--- src/sv/assert_macros.svh ---
// Assertion macros for the smoother RTL.
`ifndef ASSERT_MACROS_SVH
`define ASSERT_MACROS_SVH

`ifndef SYNTHESIS
`define SJWS_ASSERT(lbl, clk, rst_n, prop, msg) \
    lbl: assert property (@(posedge clk) disable iff (!rst_n) prop) else $error(msg);
`define SJWS_ASSERT_NEVER(lbl, clk, rst_n, expr, msg) \
    lbl: assert property (@(posedge clk) disable iff (!rst_n) !(expr)) else $error(msg);
`else
`define SJWS_ASSERT(lbl, clk, rst_n, prop, msg)
`define SJWS_ASSERT_NEVER(lbl, clk, rst_n, expr, msg)
`endif

`endif

--- src/sv/sjws_pkg.sv ---
`timescale 1ns / 1ps
package sjws_pkg;

    localparam int JOINT_COUNT   = 15;
    localparam int HISTORY_DEPTH = 16;

    localparam int JOINT_W = 4;
    localparam int POS_W   = 20;
    localparam int CONF_W  = 8;
    localparam int WIN_W   = 5;
    localparam int USED_W  = 5;

    localparam int SLOT_W      = $clog2(HISTORY_DEPTH);
    localparam int JIDX_W      = $clog2(JOINT_COUNT);
    localparam int ENTRY_COUNT = JOINT_COUNT * HISTORY_DEPTH;
    localparam int ADDR_W      = $clog2(ENTRY_COUNT);
    localparam int CNT_W       = $clog2(HISTORY_DEPTH + 1);
    localparam int DIFF_W      = POS_W + 1;
    localparam int SUM_W       = DIFF_W + SLOT_W;
    localparam int REM_W       = CNT_W + 1;
    localparam int STEP_W      = $clog2(SUM_W + 1);

    localparam int LEG_LEFT  = (9 < JOINT_COUNT - 1) ? 9 : JOINT_COUNT - 2;
    localparam int LEG_RIGHT = (12 < JOINT_COUNT) ? 12 : JOINT_COUNT - 1;

    localparam int WARM_W        = 3;
    localparam int WARMUP_FRAMES = 4;

    localparam int QUEUE_DEPTH = 4;
    localparam int QPTR_W      = $clog2(QUEUE_DEPTH);

    localparam int CFG_IDX_W  = 1;
    localparam int CFG_DATA_W = 8;

    localparam int POS_MAX = (1 << (POS_W - 1)) - 1;
    localparam int POS_MIN = -(1 << (POS_W - 1));

    typedef enum logic [CFG_IDX_W-1:0] {
        CFG_WINDOW_SIZE    = 1'b0,
        CFG_CONF_THRESHOLD = 1'b1
    } t_cfg_idx;

    typedef struct packed {
        logic                  we;
        t_cfg_idx              idx;
        logic [CFG_DATA_W-1:0] data;
    } t_cfg_wr;

    typedef struct packed {
        logic                    wr;
        logic                    fend;
        logic [JIDX_W-1:0]       joint;
        logic signed [POS_W-1:0] x;
        logic signed [POS_W-1:0] y;
        logic signed [POS_W-1:0] z;
        logic [CONF_W-1:0]       conf;
    } t_cmd;

    typedef struct packed {
        logic signed [POS_W-1:0] x;
        logic signed [POS_W-1:0] y;
        logic signed [POS_W-1:0] z;
        logic [CONF_W-1:0]       conf;
    } t_entry;

    function automatic logic [ADDR_W-1:0] entry_addr(input logic [SLOT_W-1:0] slot,
                                                     input logic [JIDX_W-1:0] joint);
        return ADDR_W'(int'(slot) * JOINT_COUNT + int'(joint));
    endfunction

    function automatic logic signed [POS_W-1:0] mid_floor(input logic signed [POS_W-1:0] a,
                                                          input logic signed [POS_W-1:0] b);
        logic signed [POS_W:0] s;
        s = DIFF_W'(a) + DIFF_W'(b);
        return s[POS_W:1];
    endfunction

    function automatic logic signed [POS_W-1:0] sat_pos(input logic signed [SUM_W-1:0] v);
        logic signed [POS_W-1:0] r;
        if (v > SUM_W'(POS_MAX)) begin
            r = POS_W'(POS_MAX);
        end else if (v < SUM_W'(POS_MIN)) begin
            r = POS_W'(POS_MIN);
        end else begin
            r = v[POS_W-1:0];
        end
        return r;
    endfunction

endpackage

--- src/sv/sjws_in_if.sv ---
`timescale 1ns / 1ps
interface sjws_in_if;
    import sjws_pkg::*;
    logic                    valid;
    logic                    ready;
    logic [JOINT_W-1:0]      joint_id;
    logic signed [POS_W-1:0] raw_x;
    logic signed [POS_W-1:0] raw_y;
    logic signed [POS_W-1:0] raw_z;
    logic [CONF_W-1:0]       confidence;
    logic                    frame_end;

    modport source(output valid, joint_id, raw_x, raw_y, raw_z, confidence, frame_end,
                   input ready);
    modport sink(input valid, joint_id, raw_x, raw_y, raw_z, confidence, frame_end,
                 output ready);
endinterface

--- src/sv/sjws_front.sv ---
`timescale 1ns / 1ps
module sjws_front (
    input  logic           i_clk,
    input  logic           i_rst_n,
    sjws_in_if.sink        i_in,
    output sjws_pkg::t_cmd o_cmd,
    output logic           o_cmd_valid,
    input  logic           i_cmd_ready
);
    import sjws_pkg::*;

    logic r_v;
    t_cmd r_cmd;
    t_cmd n_cmd;
    logic accept;

    assign i_in.ready  = !r_v || i_cmd_ready;
    assign accept      = i_in.valid && i_in.ready;
    assign o_cmd       = r_cmd;
    assign o_cmd_valid = r_v;

    // Center samples and indexes past the last joint never reach the history.
    always_comb begin
        n_cmd.wr    = (i_in.joint_id != '0) && (32'(i_in.joint_id) < JOINT_COUNT);
        n_cmd.fend  = i_in.frame_end;
        n_cmd.joint = JIDX_W'(i_in.joint_id);
        n_cmd.x     = i_in.raw_x;
        n_cmd.y     = i_in.raw_y;
        n_cmd.z     = i_in.raw_z;
        n_cmd.conf  = i_in.confidence;
    end

    always_ff @(posedge i_clk) begin
        if (!i_rst_n) begin
            r_v <= 1'b0;
        end else if (accept) begin
            r_v <= 1'b1;
        end else if (i_cmd_ready) begin
            r_v <= 1'b0;
        end
        if (accept) begin
            r_cmd <= n_cmd;
        end
    end
endmodule

--- src/flat_wrapper.sv ---
// flat-port wrapper written by rule: the top's interface ports become plain ports
module sjws_front_flat import sjws_pkg::*;
  (i_clk, i_rst_n, o_cmd, o_cmd_valid, i_cmd_ready, i_in_valid, i_in_joint_id, i_in_raw_x, i_in_raw_y, i_in_raw_z, i_in_confidence, i_in_frame_end, i_in_ready);
  sjws_in_if i_in_i ();
  input  logic i_clk;
  input  logic i_rst_n;
  output sjws_pkg::t_cmd o_cmd;
  output logic o_cmd_valid;
  input  logic i_cmd_ready;
  input wire logic [$bits(i_in_i.valid)-1:0] i_in_valid;
  input wire logic [$bits(i_in_i.joint_id)-1:0] i_in_joint_id;
  input wire logic [$bits(i_in_i.raw_x)-1:0] i_in_raw_x;
  input wire logic [$bits(i_in_i.raw_y)-1:0] i_in_raw_y;
  input wire logic [$bits(i_in_i.raw_z)-1:0] i_in_raw_z;
  input wire logic [$bits(i_in_i.confidence)-1:0] i_in_confidence;
  input wire logic [$bits(i_in_i.frame_end)-1:0] i_in_frame_end;
  output wire logic [$bits(i_in_i.ready)-1:0] i_in_ready;
  assign i_in_i.valid = i_in_valid;
  assign i_in_i.joint_id = i_in_joint_id;
  assign i_in_i.raw_x = i_in_raw_x;
  assign i_in_i.raw_y = i_in_raw_y;
  assign i_in_i.raw_z = i_in_raw_z;
  assign i_in_i.confidence = i_in_confidence;
  assign i_in_i.frame_end = i_in_frame_end;
  assign i_in_ready = i_in_i.ready;
  sjws_front u_core (.i_clk(i_clk), .i_rst_n(i_rst_n), .i_in(i_in_i), .o_cmd(o_cmd), .o_cmd_valid(o_cmd_valid), .i_cmd_ready(i_cmd_ready));
endmodule
--- config.mk ---
export PLATFORM = sky130hd
export DESIGN_NAME = sjws_front_flat
export DESIGN_NICKNAME = d
export VERILOG_FILES = /design/src/sv/assert_macros.svh /design/src/sv/sjws_pkg.sv /design/src/sv/sjws_in_if.sv /design/src/sv/sjws_front.sv /design/src/flat_wrapper.sv
export SDC_FILE = /design/constraint.sdc
export NUM_CORES = 1
export LEC_CHECK = 0
export BUFFER_PORTS_ARGS = -buffer_cell sky130_fd_sc_hd__buf_2
export CAP_MARGIN = 20
export CORE_MARGIN = 10
export CORE_UTILIZATION = 41
export CTS_CLUSTER_DIAMETER = 200
export DETAILED_ROUTE_END_ITERATION = 8
export GPL_ROUTABILITY_DRIVEN = 0
export PLACE_DENSITY_LB_ADDON = 0.2
export SETUP_SLACK_MARGIN = 0.02
export SLEW_MARGIN = 0
export SYNTH_ARGS = -nofsm -noshare
export SYNTH_HDL_FRONTEND = slang
export SYNTH_SLANG_ARGS = --single-unit
--- constraint.sdc ---
create_clock -name i_clk -period 3.61 [get_ports i_clk]
set_input_delay 0.361 -clock i_clk [delete_from_list [all_inputs] [get_ports i_clk]]
set_output_delay 0.361 -clock i_clk [all_outputs]
set_load 0.05 [all_outputs]
==> results.md <==
* Outcome: finished clean
* Grt ovf at 0
* Number of sinks on the clock net at 75
* Clock transition at path regs at 0.07 ns
* Mux share of post-synthesis cell area at 0%
* Via/cell ratio at 4.377
* Simple-gate area share of the yosys netlist at 1.960%
* Share of cells above drive strength 1 at 66.67%
* Ant diodes at 0
* CP max FO at 74
* Cts hold-fix bufs at 0
* CTS max path bufs at 2
* Xor/xnor share of the synthesized area at 0%
* Power per cell area at 568.2 nW/um^2
* Vias in the first global route at 1506
* Post-Synthesis Cells at 82
* Final hold slack at 0.2074 ns
* Clock root buffer: clkbuf_8
* CP Capture Type: register
* Post-Syn Nets at 159
* 1st-pass router iterations at 3
* Slew Viols, Final at 0
* Worst setup SP type: register
* Leakage dissipation at 1.433 nW
* Largest net degree at the start of global routing at 75
* Layout fillers at 460
* Maxcap violations at 0
* Post-route ant nets at 0
* Post-CTS sizing at 0
* DRC errors left at 0
* Setup Skew at 0.004383 ns
* Main combinational cell family by area after synthesis: simple AND/OR/NAND/NOR gates
* Rel. slew slack at 37.18%
* RSZ-0062 raised after global routing: false
* I/O pins at 153
* Clk_lat worst skew at 0.32 ns
* Setup Crit Path Kind: register to register
* Initial Util at 42.00%
* Post-synthesis compound-gate area fraction at 0.3266%
* Die ar. at 9001 sq um
* Initial antenna violation count at 0
* Final setup violating endpoints at 0
* Total GRT Usage at 12.41%
* Final wirelength at 5.705 mm
* FMAX at 631.2 MHz
* Setup Fix Bufs, Post-CTS at 0
* Max VDD drop at 316.1 uV
* IO Port Bufs at 152
* Area Overhead vs Synth at 44.69%
* Netlist cell types at 9
* Die height at 94.88 um
* Die width at 94.88 um
* Fin crit share at 43.88%
* Area share of fa/ha/maj cells after synthesis at 0%
* DR vias at 1405
* Syn Area/Cell at 28.03 sq um
* Fin crit period at 1.584 ns
* # nets final at 322
* Initial DRC count at 58
* CTS tree: yes
* H-tree levels at 3
* Setup TNS at 0 ns
* Rows at 27
* TritonCTS Buffers at 9
* Final Hold Viols at 0
* Sequential fraction of the synthesis area at 97.55%
* Avg WL per Cell at 17.77 um
* Global-route wire length before repair at 8.224 mm
* Mapped Area at 2298 sq um
* Yosys Warn Count at 0
* Worst Tran Pin Value at 0.9423 ns
* Worst hold path type: primary input to register
* Dpl hpwl at 4.519 mm
* WP data arrival at 1.53 ns
* Worst Path Required at 3.55 ns
* Count of state elements after synthesis at 75
* Placeable Area at 5473 sq um
final cells by class:
cell class | count | area [sq um] | share of cell area (%)
Sequential cell | 75 | 2242 | 67.42
Multi-Input combinational cell | 6 | 55.05 | 1.655
Timing Repair Buffer | 152 | 760.7 | 22.87
Tap cell | 72 | 90.09 | 2.709
Clock buffer | 11 | 131.4 | 3.950
Inverter | 1 | 3.754 | 0.1129
Clock inverter | 4 | 42.54 | 1.279
placed cells by master, fill, tap and decap left out:
cell         n
buf_2      152
edfxtp_1    74
clkbuf_8     9
clkinv_1     2
clkbuf_1     2
nand2b_4     1
and2_4       1
and4_1       1
nor4_2       1
nor2_1       1
inv_1        1
a21boi_1     1
bufinv_16    1
clkinv_2     1
dfxtp_1      1
per-layer routing:
metal  part of all wire, %  track usage (%)
met5                     0                0
met4                   1.8            6.608
met3                    18            9.596
met2                    47            19.11
met1                    33            11.78
through the flow:
| stage | instances | power, mW | cell area (sq um) | util, % | setup slack, ns |
|---|---|---|---|---|---|
| after floorplan | 82 | 1.246 | 2298 | - | 0.6427 |
| after global placement | 306 | 1.335 | 3152 | 57.59 | 1.889 |
| after CTS | 321 | 1.919 | 3326 | 60.77 | 2.015 |
| after detailed placement | 306 | 1.341 | 3152 | 57.59 | 1.864 |
| final | 321 | 1.890 | 3326 | 60.77 | 2.026 |
| after global routing | 321 | 1.966 | 3326 | 60.77 | 1.937 |
report_power, final:
part	switching, mW	total (mW)	internal [mW]	leakage [nW]
clock	0.262	0.573	0.310	0.0882
combinational	0.226	0.289	0.0627	0.622
sequential	0.0104	1.03	1.02	0.723
synth_stat cells (all sizes together):
cell type / instances / area, sq um
nor2: 1 / 3.750
inv: 1 / 3.750
and4: 1 / 8.760
a21boi: 1 / 7.510
nor4: 1 / 12.51
edfxtp: 74 / 2222
and2: 1 / 6.260
dfxtp: 1 / 20.02
nand2b: 1 / 13.76
logic make-up after synthesis:
group	Yosys count
AOI/OAI and AO/OA	1
DFF	75
and+or+nand+nor	5
buffers and inverters	1
sequential cells by signal, summed over array words and instances, names as in the netlist:
signal,cells
u_core.o_cmd,74
u_core.o_cmd_valid,1
critical path, cell delays in order, from the launching register on:
cell,delay [ns]
dfxtp_1,0.33
nand2b_4,0.07
and2_4,0.77
path summary, 6_finish.rpt:
path                             end  depth (start not counted)               start  slack (ns)
hold reg to reg   u_core.o_cmd_valid                          2  u_core.o_cmd_valid        0.52
setup reg to reg    u_core.o_cmd[35]                          2  u_core.o_cmd_valid        2.03
hold / removal      u_core.o_cmd[45]                          1      i_in_raw_y[17]        0.21
setup / recovery    u_core.o_cmd[35]                          2  u_core.o_cmd_valid        2.03
Power figures use the tool's default switching activity.
