`config.mk`:
```
export PLATFORM = sky130hd
export DESIGN_NAME = sjws_queue
export DESIGN_NICKNAME = d
export VERILOG_FILES = /design/src/sv/assert_macros.svh /design/src/sv/sjws_pkg.sv /design/src/sv/sjws_queue.sv
export SDC_FILE = /design/constraint.sdc
export NUM_CORES = 1
export LEC_CHECK = 0
export BUFFER_PORTS_ARGS = -buffer_cell sky130_fd_sc_hd__buf_2
export CAP_MARGIN = 20
export CORE_MARGIN = 2
export CORE_UTILIZATION = 51
export CTS_BUF_LIST = sky130_fd_sc_hd__clkbuf_4 sky130_fd_sc_hd__clkbuf_8
export CTS_CLUSTER_DIAMETER = 60
export DETAILED_ROUTE_END_ITERATION = 10
export HOLD_SLACK_MARGIN = 0.15
export PLACE_DENSITY = 0.72
export RECOVER_POWER = 25
export SKIP_CTS_REPAIR_TIMING = 1
export SYNTH_ARGS = -nofsm -noshare
export SYNTH_HDL_FRONTEND = slang
export SYNTH_SLANG_ARGS = --single-unit
```
`constraint.sdc`:
```
create_clock -name i_clk -period 6.4 [get_ports i_clk]
set_clock_uncertainty 0.2 [all_clocks]
set_input_delay 0.32 -clock i_clk [delete_from_list [all_inputs] [get_ports i_clk]]
set_output_delay 0.32 -clock i_clk [all_outputs]
set_load 0.03 [all_outputs]
```
`src/sv/assert_macros.svh`:
```
// Assertion macros for the smoother RTL.
`ifndef ASSERT_MACROS_SVH
`define ASSERT_MACROS_SVH

`ifndef SYNTHESIS
`define SJWS_ASSERT(lbl, clk, rst_n, prop, msg) \
    lbl: assert property (@(posedge clk) disable iff (!rst_n) prop) else $error(msg);
`define SJWS_ASSERT_NEVER(lbl, clk, rst_n, expr, msg) \
    lbl: assert property (@(posedge clk) disable iff (!rst_n) !(expr)) else $error(msg);
`else
`define SJWS_ASSERT(lbl, clk, rst_n, prop, msg)
`define SJWS_ASSERT_NEVER(lbl, clk, rst_n, expr, msg)
`endif

`endif

```
`src/sv/sjws_pkg.sv`:
```
`timescale 1ns / 1ps
package sjws_pkg;

    localparam int JOINT_COUNT   = 15;
    localparam int HISTORY_DEPTH = 16;

    localparam int JOINT_W = 4;
    localparam int POS_W   = 20;
    localparam int CONF_W  = 8;
    localparam int WIN_W   = 5;
    localparam int USED_W  = 5;

    localparam int SLOT_W      = $clog2(HISTORY_DEPTH);
    localparam int JIDX_W      = $clog2(JOINT_COUNT);
    localparam int ENTRY_COUNT = JOINT_COUNT * HISTORY_DEPTH;
    localparam int ADDR_W      = $clog2(ENTRY_COUNT);
    localparam int CNT_W       = $clog2(HISTORY_DEPTH + 1);
    localparam int DIFF_W      = POS_W + 1;
    localparam int SUM_W       = DIFF_W + SLOT_W;
    localparam int REM_W       = CNT_W + 1;
    localparam int STEP_W      = $clog2(SUM_W + 1);

    localparam int LEG_LEFT  = (9 < JOINT_COUNT - 1) ? 9 : JOINT_COUNT - 2;
    localparam int LEG_RIGHT = (12 < JOINT_COUNT) ? 12 : JOINT_COUNT - 1;

    localparam int WARM_W        = 3;
    localparam int WARMUP_FRAMES = 4;

    localparam int QUEUE_DEPTH = 4;
    localparam int QPTR_W      = $clog2(QUEUE_DEPTH);

    localparam int CFG_IDX_W  = 1;
    localparam int CFG_DATA_W = 8;

    localparam int POS_MAX = (1 << (POS_W - 1)) - 1;
    localparam int POS_MIN = -(1 << (POS_W - 1));

    typedef enum logic [CFG_IDX_W-1:0] {
        CFG_WINDOW_SIZE    = 1'b0,
        CFG_CONF_THRESHOLD = 1'b1
    } t_cfg_idx;

    typedef struct packed {
        logic                  we;
        t_cfg_idx              idx;
        logic [CFG_DATA_W-1:0] data;
    } t_cfg_wr;

    typedef struct packed {
        logic                    wr;
        logic                    fend;
        logic [JIDX_W-1:0]       joint;
        logic signed [POS_W-1:0] x;
        logic signed [POS_W-1:0] y;
        logic signed [POS_W-1:0] z;
        logic [CONF_W-1:0]       conf;
    } t_cmd;

    typedef struct packed {
        logic signed [POS_W-1:0] x;
        logic signed [POS_W-1:0] y;
        logic signed [POS_W-1:0] z;
        logic [CONF_W-1:0]       conf;
    } t_entry;

    function automatic logic [ADDR_W-1:0] entry_addr(input logic [SLOT_W-1:0] slot,
                                                     input logic [JIDX_W-1:0] joint);
        return ADDR_W'(int'(slot) * JOINT_COUNT + int'(joint));
    endfunction

    function automatic logic signed [POS_W-1:0] mid_floor(input logic signed [POS_W-1:0] a,
                                                          input logic signed [POS_W-1:0] b);
        logic signed [POS_W:0] s;
        s = DIFF_W'(a) + DIFF_W'(b);
        return s[POS_W:1];
    endfunction

    function automatic logic signed [POS_W-1:0] sat_pos(input logic signed [SUM_W-1:0] v);
        logic signed [POS_W-1:0] r;
        if (v > SUM_W'(POS_MAX)) begin
            r = POS_W'(POS_MAX);
        end else if (v < SUM_W'(POS_MIN)) begin
            r = POS_W'(POS_MIN);
        end else begin
            r = v[POS_W-1:0];
        end
        return r;
    endfunction

endpackage

```
`src/sv/sjws_queue.sv`:
```
`timescale 1ns / 1ps
module sjws_queue (
    input  logic           i_clk,
    input  logic           i_rst_n,
    input  sjws_pkg::t_cmd i_push_cmd,
    input  logic           i_push_valid,
    output logic           o_push_ready,
    output sjws_pkg::t_cmd o_pop_cmd,
    output logic           o_pop_valid,
    input  logic           i_pop_ready
);
    import sjws_pkg::*;

    t_cmd              r_buf [QUEUE_DEPTH];
    logic [QPTR_W-1:0] r_wp;
    logic [QPTR_W-1:0] r_rp;
    logic [QPTR_W:0]   r_cnt;
    logic              push;
    logic              pop;

    assign o_push_ready = r_cnt != (QPTR_W + 1)'(QUEUE_DEPTH);
    assign o_pop_valid  = r_cnt != '0;
    assign o_pop_cmd    = r_buf[r_rp];
    assign push         = i_push_valid && o_push_ready;
    assign pop          = o_pop_valid && i_pop_ready;

    always_ff @(posedge i_clk) begin
        if (!i_rst_n) begin
            r_wp  <= '0;
            r_rp  <= '0;
            r_cnt <= '0;
        end else begin
            if (push) begin
                r_wp <= (r_wp == QPTR_W'(QUEUE_DEPTH - 1)) ? '0 : r_wp + 1'b1;
            end
            if (pop) begin
                r_rp <= (r_rp == QPTR_W'(QUEUE_DEPTH - 1)) ? '0 : r_rp + 1'b1;
            end
            if (push && !pop) begin
                r_cnt <= r_cnt + 1'b1;
            end else if (pop && !push) begin
                r_cnt <= r_cnt - 1'b1;
            end
        end
        if (push) begin
            r_buf[r_wp] <= i_push_cmd;
        end
    end
endmodule

```
==> results.toml, run 1 <==
[logic_synthesis]
synthCells = 437
synth.distinct_cells = 27
yosysMostFrequentCell = "edfxtp_1"
synth_commonest_cells = "edfxtp_1 (296), mux4_2 (74), dfxtp_1 (9), buf_2 (8)"
synth_fp_nets = 522
synthArstFlopShare_pct = 0
synth_top_area_cell = "edfxtp_1"
synth_edf_count = 296
yosysTopAreaCellShare_pct = 79.8
seq_area_frac_synth_pct = 81.4
synth_warnings = 0
synthTopCellsByArea = "edfxtp_1 (80%), mux4_2 (15%), dfxtp_1 (1.6%)"
syn_area_per_cell_um2 = 25.5
netlist_area_um2 = 11100
synth-main-ff-cell = "edfxtp_1"
ys_ff_latch = 305

[min_path]
hp-class = "flop to flop"
hold_path_end = "r_wp[1]"
worstHoldPathCells = 2
worstHoldStart = "r_wp[1]"

[clocking]
root_buffer = "clkbuf_8"
clockBufferDepth = 3
cts_max_level = 2
cts_tree = "done"
cts_buffers = 47
clk_latency_ps = 540
clkTransAtPathRegs_ps = 60
clock_sinks = 305

[global_routing]
gr-total-overflow = 0
grt_max_degree = 75
track_usage_pct = 17.0
grt_pass1_wl_um = 29200
first_global_vias = 5399
antenna_found_initial = 0

[worst_setup_path]
crit_path_end_kind = "output pin"
path_cells = "buf_16 > buf_4 > mux4_2 > buf_2"
worstRegToRegCells = 7
cp.required_ps = 5880
crit_path_top_delay_cell = "dfxtp_4"
arrival_ps = 2740
worstSetupPathType = "flop to output pin"
r2r_start = "r_cnt[0]"
reg2reg_to = "r_cnt[2]"
regToRegSetupSlack_ps = 3730
crit_path_start_kind = "flop"
cp_max_fo = 28
critPathMaxStageDelay_ps = 660

[timing]
worst_pin_slew_ps = 1080
finalWorstSetupSlack_ps = 3140
timing.final.crit_share_pct = 51.0
setup_violations = 0
finalCriticalPeriod_ps = 3260
drv_slew = 0
rsz0062_at_grt = "false"
hold_viol = 0
relSlewSlack_pct = 27.9
max_freq_mhz = 306
finalSetupTns_ps = 0

[floorplanning]
start_util_pct = 51.5
ios = 154
die_w_um = 152
row_count = 54
fp.coreArea_um2 = 21600
dieHeight_um = 152
die_area_um2 = 23000

[route]
route.vias.total = 5448
avgRoutedWirePerCell_um = 19.5
drt-initial-drc-count = 406
final_antenna_net_count = 0
wirelength_um = 19900
dr.pass1.iters = 4
drc = 0
viasPerCell = 5.34

[job]
maxCapViolCount = 0

[placed_design]
dp_hpwl_um = 11300
io_buffer_count = 153
pre_cts_ws_ps = 3390
postPlaceCellArea_um2 = 12200
globalplace.congestion = 0.735

[power_and_ir_drop]
ir_drop_v = 0.000300
power_density_nw_per_um2 = 387
leakage_uw = 0.00467
power_uw = 5390

[cells_and_area]
nNetsFinal = 795
antenna_cells = 0
drive_above_1_share_pct = 36.4
post-route-cell-area_um2 = 13900
num-fill-cells = 1467
area.growth.synth_to_final_pct = 25.1

[outcome]
outcome = "completed"
## area by class of cell
cell class	instances	area [um2]	area share, %
clock buffer	63	792	5.68
clock inverter	17	68.8	0.494
inverter	3	11.3	0.0808
multi-input combinational	111	1970	14.1
sequential	305	9080	65.1
tap	280	350	2.51
timing repair buffer	242	1670	12.0
## logic make-up after synthesis
kind of cell    Yosys count  synth area share, %
xor+xnor                  2                0.157
fa+ha+maj                 7                0.854
compound gates            6                0.314
simple gates             20                 1.06
flops                   305                 81.4
buf+inv                  21                 1.07
mux                      76                 15.1
## stage by stage
stage,hold WS (ps),cells,utilization (%)
floorplan,219,437,-
CTS,-246,937,60.4
finish,320,1021,64.5
global placement,276,857,56.5
detailed placement,308,857,56.5
global route,329,1021,64.5
## per-layer routing
| layer | up-vias | global-route usage [%] | share of wire, % |
|---|---|---|---|
| met5 | - | 0 | 0 |
| met4 | 0 | 5.09 | 1.7 |
| met3 | 32 | 5.63 | 8.7 |
| met2 | 230 | 26.6 | 50 |
| met1 | 2766 | 23.0 | 40 |
| li1 | 2420 | - | - |
## flip-flops by register name (all words and copies together), names as in the netlist, named ones only
name   count
r_buf    296
r_rp       2
r_wp       2
r_cnt      3
## power breakdown
part / leakage [uW] / switching, uW / internal (uW) / total, uW
clock: 0.000458 / 668 / 796 / 1460
combinational: 0.00142 / 822 / 560 / 1380
sequential: 0.00279 / 119 / 2420 / 2540
total: 0.00467 / 1610 / 3780 / 5390
## worst max path at each step
stage,startpoint,end,slack (ps)
final,flop,o_pop_cmd[39],3140
after global routing,flop,o_pop_cmd[39],2860
after CTS,flop,o_pop_cmd[39],2820
after detailed placement,flop,o_pop_cmd[39],3390
after global placement,flop,o_pop_cmd[68],3430
after floorplan,r_cnt[0],r_cnt[2],4000
## critical path: cells and delay by family, from the launching register on
family | cells | cell delay, ps
multiplexers | 1 | 580
flip-flops | 1 | 660
buffers and inverters | 3 | 930
## placed cells by master, fill, tap and decap left out, types with 2 or more instances in the layout
master / Yosys / final
and3_4: 0 / 4
buf_16: 0 / 4
buf_2: 8 / 110
buf_4: 6 / 5
clkbuf_1: 3 / 43
clkbuf_4: 0 / 12
clkbuf_8: 0 / 51
clkinv_1: 0 / 13
clkinv_2: 0 / 4
dfxtp_1: 9 / 7
dfxtp_4: 0 / 2
dlygate4sd3_1: 0 / 79
edfxtp_1: 296 / 296
ha_1: 6 / 6
inv_1: 3 / 3
mux2i_1: 2 / 2
mux4_2: 74 / 74
nand2_1: 5 / 5
nand3_1: 2 / 2
nor2_1: 2 / 2
o21ai_0: 3 / 3
or3_2: 2 / 2
(Power assumes the default switching activity.)
==> run 2, diff against run 1 <==
- clock period: 6.4 -> 3.3 ns (I/O delays scaled with it)
==> run 2 against run 1 <==
Effect of this change: clock power grew 110%; sequential power grew 93%; utilization grew 0.25 points; global-route usage grew 0.39 points; critical path type unchanged; critical endpoint is now o_pop_cmd[68]; largest cell class unchanged; largest power group unchanged; highest routed layer unchanged.
==> results.toml, run 2 (synthesis results as in run 1) <==
[cells_and_area]
largest_reg_flops = 296
largestRegisters = "r_buf (296), r_cnt (3)"
nNetsFinal = 796
antenna_cells = 0
final_common_cell = "edfxtp_1"
mostFrequentLayoutCells = "edfxtp_1 (296), buf_2 (108), dlygate4sd3_1 (80)"
num-fill-cells = 1481
regArea_um2 = 9080
multiInputGateArea_um2 = 1970
post-route-cell-area_um2 = 14000
drive_above_1_share_pct = 36.7
largest-register = "r_buf"
area.growth.synth_to_final_pct = 25.6

[worst_setup_path]
worstRegToRegCells = 7
crit_path_end_kind = "output pin"
cp.required_ps = 2930
crit_path_start_kind = "flop"
arrival_ps = 2400
r2r_start = "r_cnt[0]"
critPathMaxStageDelay_ps = 660
regToRegSetupSlack_ps = 630
path_cells = "buf_4 > mux4_2 > buf_2"
reg2reg_to = "r_cnt[2]"
cp_max_fo = 25
crit_path_top_delay_cell = "dfxtp_4"
worstSetupPathType = "flop to output pin"

[timing]
worst_pin_slew_ps = 527
rsz0062_at_grt = "false"
timing.final.crit_share_pct = 83.7
drv_slew = 0
finalWorstSetupSlack_ps = 539
finalSetupTns_ps = 0
hold_viol = 0
max_freq_mhz = 362
relSlewSlack_pct = 64.6
finalCriticalPeriod_ps = 2760
setup_violations = 0

[clocking]
cts_buffers = 48
cts_max_level = 2
root_buffer = "clkbuf_8"
clk_latency_ps = 550
clkTransAtPathRegs_ps = 60
cts_tree = "done"
clock_sinks = 305
clockBufferDepth = 3

[floorplanning]
row_count = 54
dieHeight_um = 152
ios = 154
die_w_um = 152
fp.coreArea_um2 = 21600
start_util_pct = 51.5
die_area_um2 = 23000

[job]
maxCapViolCount = 0

[power_and_ir_drop]
leakage_uw = 0.00469
swShare_pct = 29.8
ir_drop_v = 0.000408
share_seq_of_total_power_pct = 45.9
power_density_nw_per_um2 = 763
clockPowerShare_pct = 28.6
p_int_uw = 7490
combPwrFrac_pct = 25.5
netSwitchingPower_uw = 3180
power_uw = 10700

[placed_design]
dp_hpwl_um = 12000
pre_cts_ws_ps = 619
globalplace.congestion = 0.749
postPlaceCellArea_um2 = 12300
io_buffer_count = 153

[route]
drc = 0
final_antenna_net_count = 0
drt-initial-drc-count = 277
wirelength_um = 20400
viasPerCell = 5.25
avgRoutedWirePerCell_um = 19.9
dr.pass1.iters = 4
route.vias.total = 5384

[global_routing]
track_usage_pct = 17.4
grt_pass1_wl_um = 29600
antenna_found_initial = 0
gr-total-overflow = 0
first_global_vias = 5479
grt_max_degree = 47

[min_path]
hp-class = "primary input to flop"
hold_path_end = "r_buf[2][63]"
worstHoldStart = "i_push_cmd[63]"
worstHoldPathCells = 2

[outcome]
outcome = "completed"
## run 2: final cells by class
cell class              count  share of cell area (%)
repair buffers            242                    11.7
clock buffers              68                    6.02
inverters                   3                  0.0805
clock inverters            17                   0.733
well taps                 280                    2.50
flip-flops and latches    305                    64.9
multi-input cells         111                    14.1
## run 2: power by group through the flow
| stage | combinational, uW | sequential [uW] | clock, uW |
|---|---|---|---|
| after global routing | 2920 | 4940 | 3280 |
| after CTS | 2700 | 4910 | 3130 |
| after global placement | 2650 | 4950 | 0 |
| final | 2720 | 4900 | 3050 |
| after detailed placement | 2690 | 4990 | 0 |
| after floorplan | 2030 | 4850 | 0 |
## run 2: worst max-delay path, delay by kind of cell (launching register included)
family	cells	cell delay [ps]
flops	1	660
mux	1	570
buf+inv	2	580
## run 2: per-stage QoR
stage | util [%] | cells | hold WS (ps)
3_3_place_gp | 56.9 | 861 | 175
4_1_cts | 61.3 | 946 | -409
2_1_floorplan | - | 437 | 63.9
6_report | 64.7 | 1026 | 189
3_5_place_dp | 56.9 | 861 | 184
5_1_grt | 64.7 | 1026 | 188
## run 2: worst max path at each step
stage / startpoint / depth (start not counted) / slack, ps / end
after floorplan: r_cnt[0] / 7 / 900 / r_cnt[2]
final: flop / 3 / 540 / o_pop_cmd[68]
after global routing: flop / 3 / 370 / o_pop_cmd[68]
after detailed placement: r_cnt[0] / 7 / 620 / r_cnt[2]
after global placement: r_cnt[0] / 7 / 810 / r_cnt[2]
after CTS: flop / 3 / 450 / o_pop_cmd[68]
## run 2: per-layer routing
metal  GRT usage, %  share of wire [%]  routed length (um)
met4           6.76                2.5                 504
met5              0                  0                   0
met1           22.6                 42                8510
met3           4.94                6.1                1250
met2           28.0                 50               10200
==> run 3, diff against run 2 <==
- clock period: 3.3 -> 2.7 ns (I/O delays scaled with it)
==> run 3 against run 2 <==
Effect of this change: clock-buffer cell count down 11; critical path depth is 4 higher; setup slack worse by 520 ps; combinational power is 31% higher; sequential cell count unchanged; sequential share of layout area decreased by 3.1 points; first-iteration DRC count shrank 21%; clock power rose by 22%; wire length is 8.1% higher; hold slack better by 18 ps; final area rose by 5.0%; global-route usage is 0.45 points higher; critical path type is now flop to flop; largest cell class unchanged.
==> results.toml, run 3 (synthesis results as in run 1) <==
[power_and_ir_drop]
p_int_uw = 9180
clockPowerShare_pct = 28.2
leakage_uw = 0.00500
swShare_pct = 30.7
netSwitchingPower_uw = 4060
combPwrFrac_pct = 26.9
share_seq_of_total_power_pct = 45.0
power_density_nw_per_um2 = 901
power_uw = 13200
ir_drop_v = 0.000824

[cells_and_area]
regArea_um2 = 9080
post-route-util_pct = 67.9
final_common_cell = "edfxtp_1"
area.growth.synth_to_final_pct = 31.9
largest-register = "r_buf"
largestRegisters = "r_buf (296), r_cnt (3)"
drive_above_1_share_pct = 36.6
largest_reg_flops = 296
antenna_cells = 0
nNetsFinal = 858
multiInputGateArea_um2 = 1970
num-fill-cells = 1368
mostFrequentLayoutCells = "edfxtp_1 (296), dlygate4sd3_1 (130), buf_2 (122)"
fin_cells = 1092

[min_path]
hold_path_end = "r_buf[3][24]"
hp-class = "primary input to flop"
worstHoldPathCells = 2
worstHoldStart = "i_push_cmd[24]"

[outcome]
outcome = "completed"

[route]
route.vias.total = 5752
dr.pass1.iters = 4
viasPerCell = 5.27
drt-initial-drc-count = 218
drc = 0
final_antenna_net_count = 0
avgRoutedWirePerCell_um = 20.2
wirelength_um = 22100

[worst_setup_path]
crit_path_top_delay_cell = "o31ai_1"
arrival_ps = 2940
worstSetupPathType = "flop to flop"
cp.required_ps = 2960
regToRegSetupSlack_ps = 20
reg2reg_to = "r_cnt[2]"
path_cells = "o31ai_1 > ha_1 > inv_1 > fa_1 > xor2_1 > or3_2 > a21boi_0"
crit_path_start_kind = "flop"
crit_path_end_kind = "flop"
cp_max_fo = 5
critPathMaxStageDelay_ps = 450
r2r_start = "r_cnt[1]"
worstRegToRegCells = 7

[clocking]
clk_latency_ps = 540
cts_buffers = 48
clockBufferDepth = 3
cts_tree = "done"
cts_max_level = 2
root_buffer = "clkbuf_8"
clock_sinks = 305
clkTransAtPathRegs_ps = 70

[job]
maxCapViolCount = 0

[global_routing]
track_usage_pct = 17.8
first_global_vias = 5715
gr-total-overflow = 0
grt_pass1_wl_um = 30700
antenna_found_initial = 0
grt_max_degree = 39

[timing]
setup_violations = 0
drv_slew = 0
timing.final.crit_share_pct = 99.4
relSlewSlack_pct = 67.3
finalCriticalPeriod_ps = 2680
worst_pin_slew_ps = 491
hold_viol = 0
max_freq_mhz = 373

[floorplanning]
row_count = 54
ios = 154
fp.coreArea_um2 = 21600
dieHeight_um = 152
die_w_um = 152
start_util_pct = 51.5
die_area_um2 = 23000

[placed_design]
globalplace.congestion = 0.709
io_buffer_count = 153
dpl.cell_count = 873
dp_hpwl_um = 12700
==> run 3: changes by cell type in the layout (fill, tap and decap cells not counted), sizes merged <==
cell	change
bufinv	+1
clkinvlp	+2
dlygate4sd3	+50
inv	+1
buf	+26
clkinv	+11
clkbuf	-25
==> run 3: metrics by stage <==
stage	TNS, ps	cell area [um2]	hold WS [ps]	setup WS [ps]
after floorplan	0	11100	33.9	296
after detailed placement	0	12500	153	102
after global routing	-112	14700	216	-112
after global placement	0	12500	144	280
after CTS	0	13400	-447	81.3
final	0	14700	207	17.2
==> run 3: worst max-delay path by stage <==
stage / slack, ps / to / start / cells past startpoint
floorplan: 300 / r_cnt[2] / r_cnt[0] / 7
global placement: 280 / r_cnt[2] / r_cnt[0] / 8
detailed placement: 100 / r_cnt[2] / r_cnt[0] / 8
CTS: 80 / r_cnt[2] / r_cnt[0] / 8
global route: -110 / r_cnt[2] / r_cnt[1] / 7
finish: 20 / r_cnt[2] / r_cnt[1] / 7
==> run 3: metal layers <==
| layer | wire, um | track usage (%) | vias to the layer above | part of all wire, % |
|---|---|---|---|---|
| met5 | 0 | 0 | - | 0 |
| met4 | 326 | 5.28 | 0 | 1.5 |
| met1 | 8710 | 22.9 | 2966 | 39 |
| met2 | 11700 | 29.8 | 189 | 53 |
| li1 | - | - | 2567 | - |
| met3 | 1360 | 5.15 | 30 | 6.1 |
==> run 3: worst max-delay path: cells and delay by family, from the launching register on <==
kind | cells | cell delay (ps)
buf+inv | 1 | 70
flops | 1 | 360
fa+ha+maj | 2 | 680
simple gates | 1 | 420
xor+xnor | 1 | 200
compound gates | 2 | 670
==> run 3: power groups by stage <==
stage,combinational (uW),sequential (uW),clock (uW)
floorplan,2480,5930,0
global placement,3370,6010,0
detailed placement,3430,6050,0
CTS,3440,5950,3820
global route,3800,6000,4030
finish,3550,5950,3730
==> run 3: area by class of cell <==
class | instances | area share, %
Clock buffer | 57 | 4.96
Multi-Input combinational cell | 111 | 13.4
Tap cell | 280 | 2.39
Inverter | 3 | 0.0767
Timing Repair Buffer | 304 | 16.0
Sequential cell | 305 | 61.8
Clock inverter | 32 | 1.38
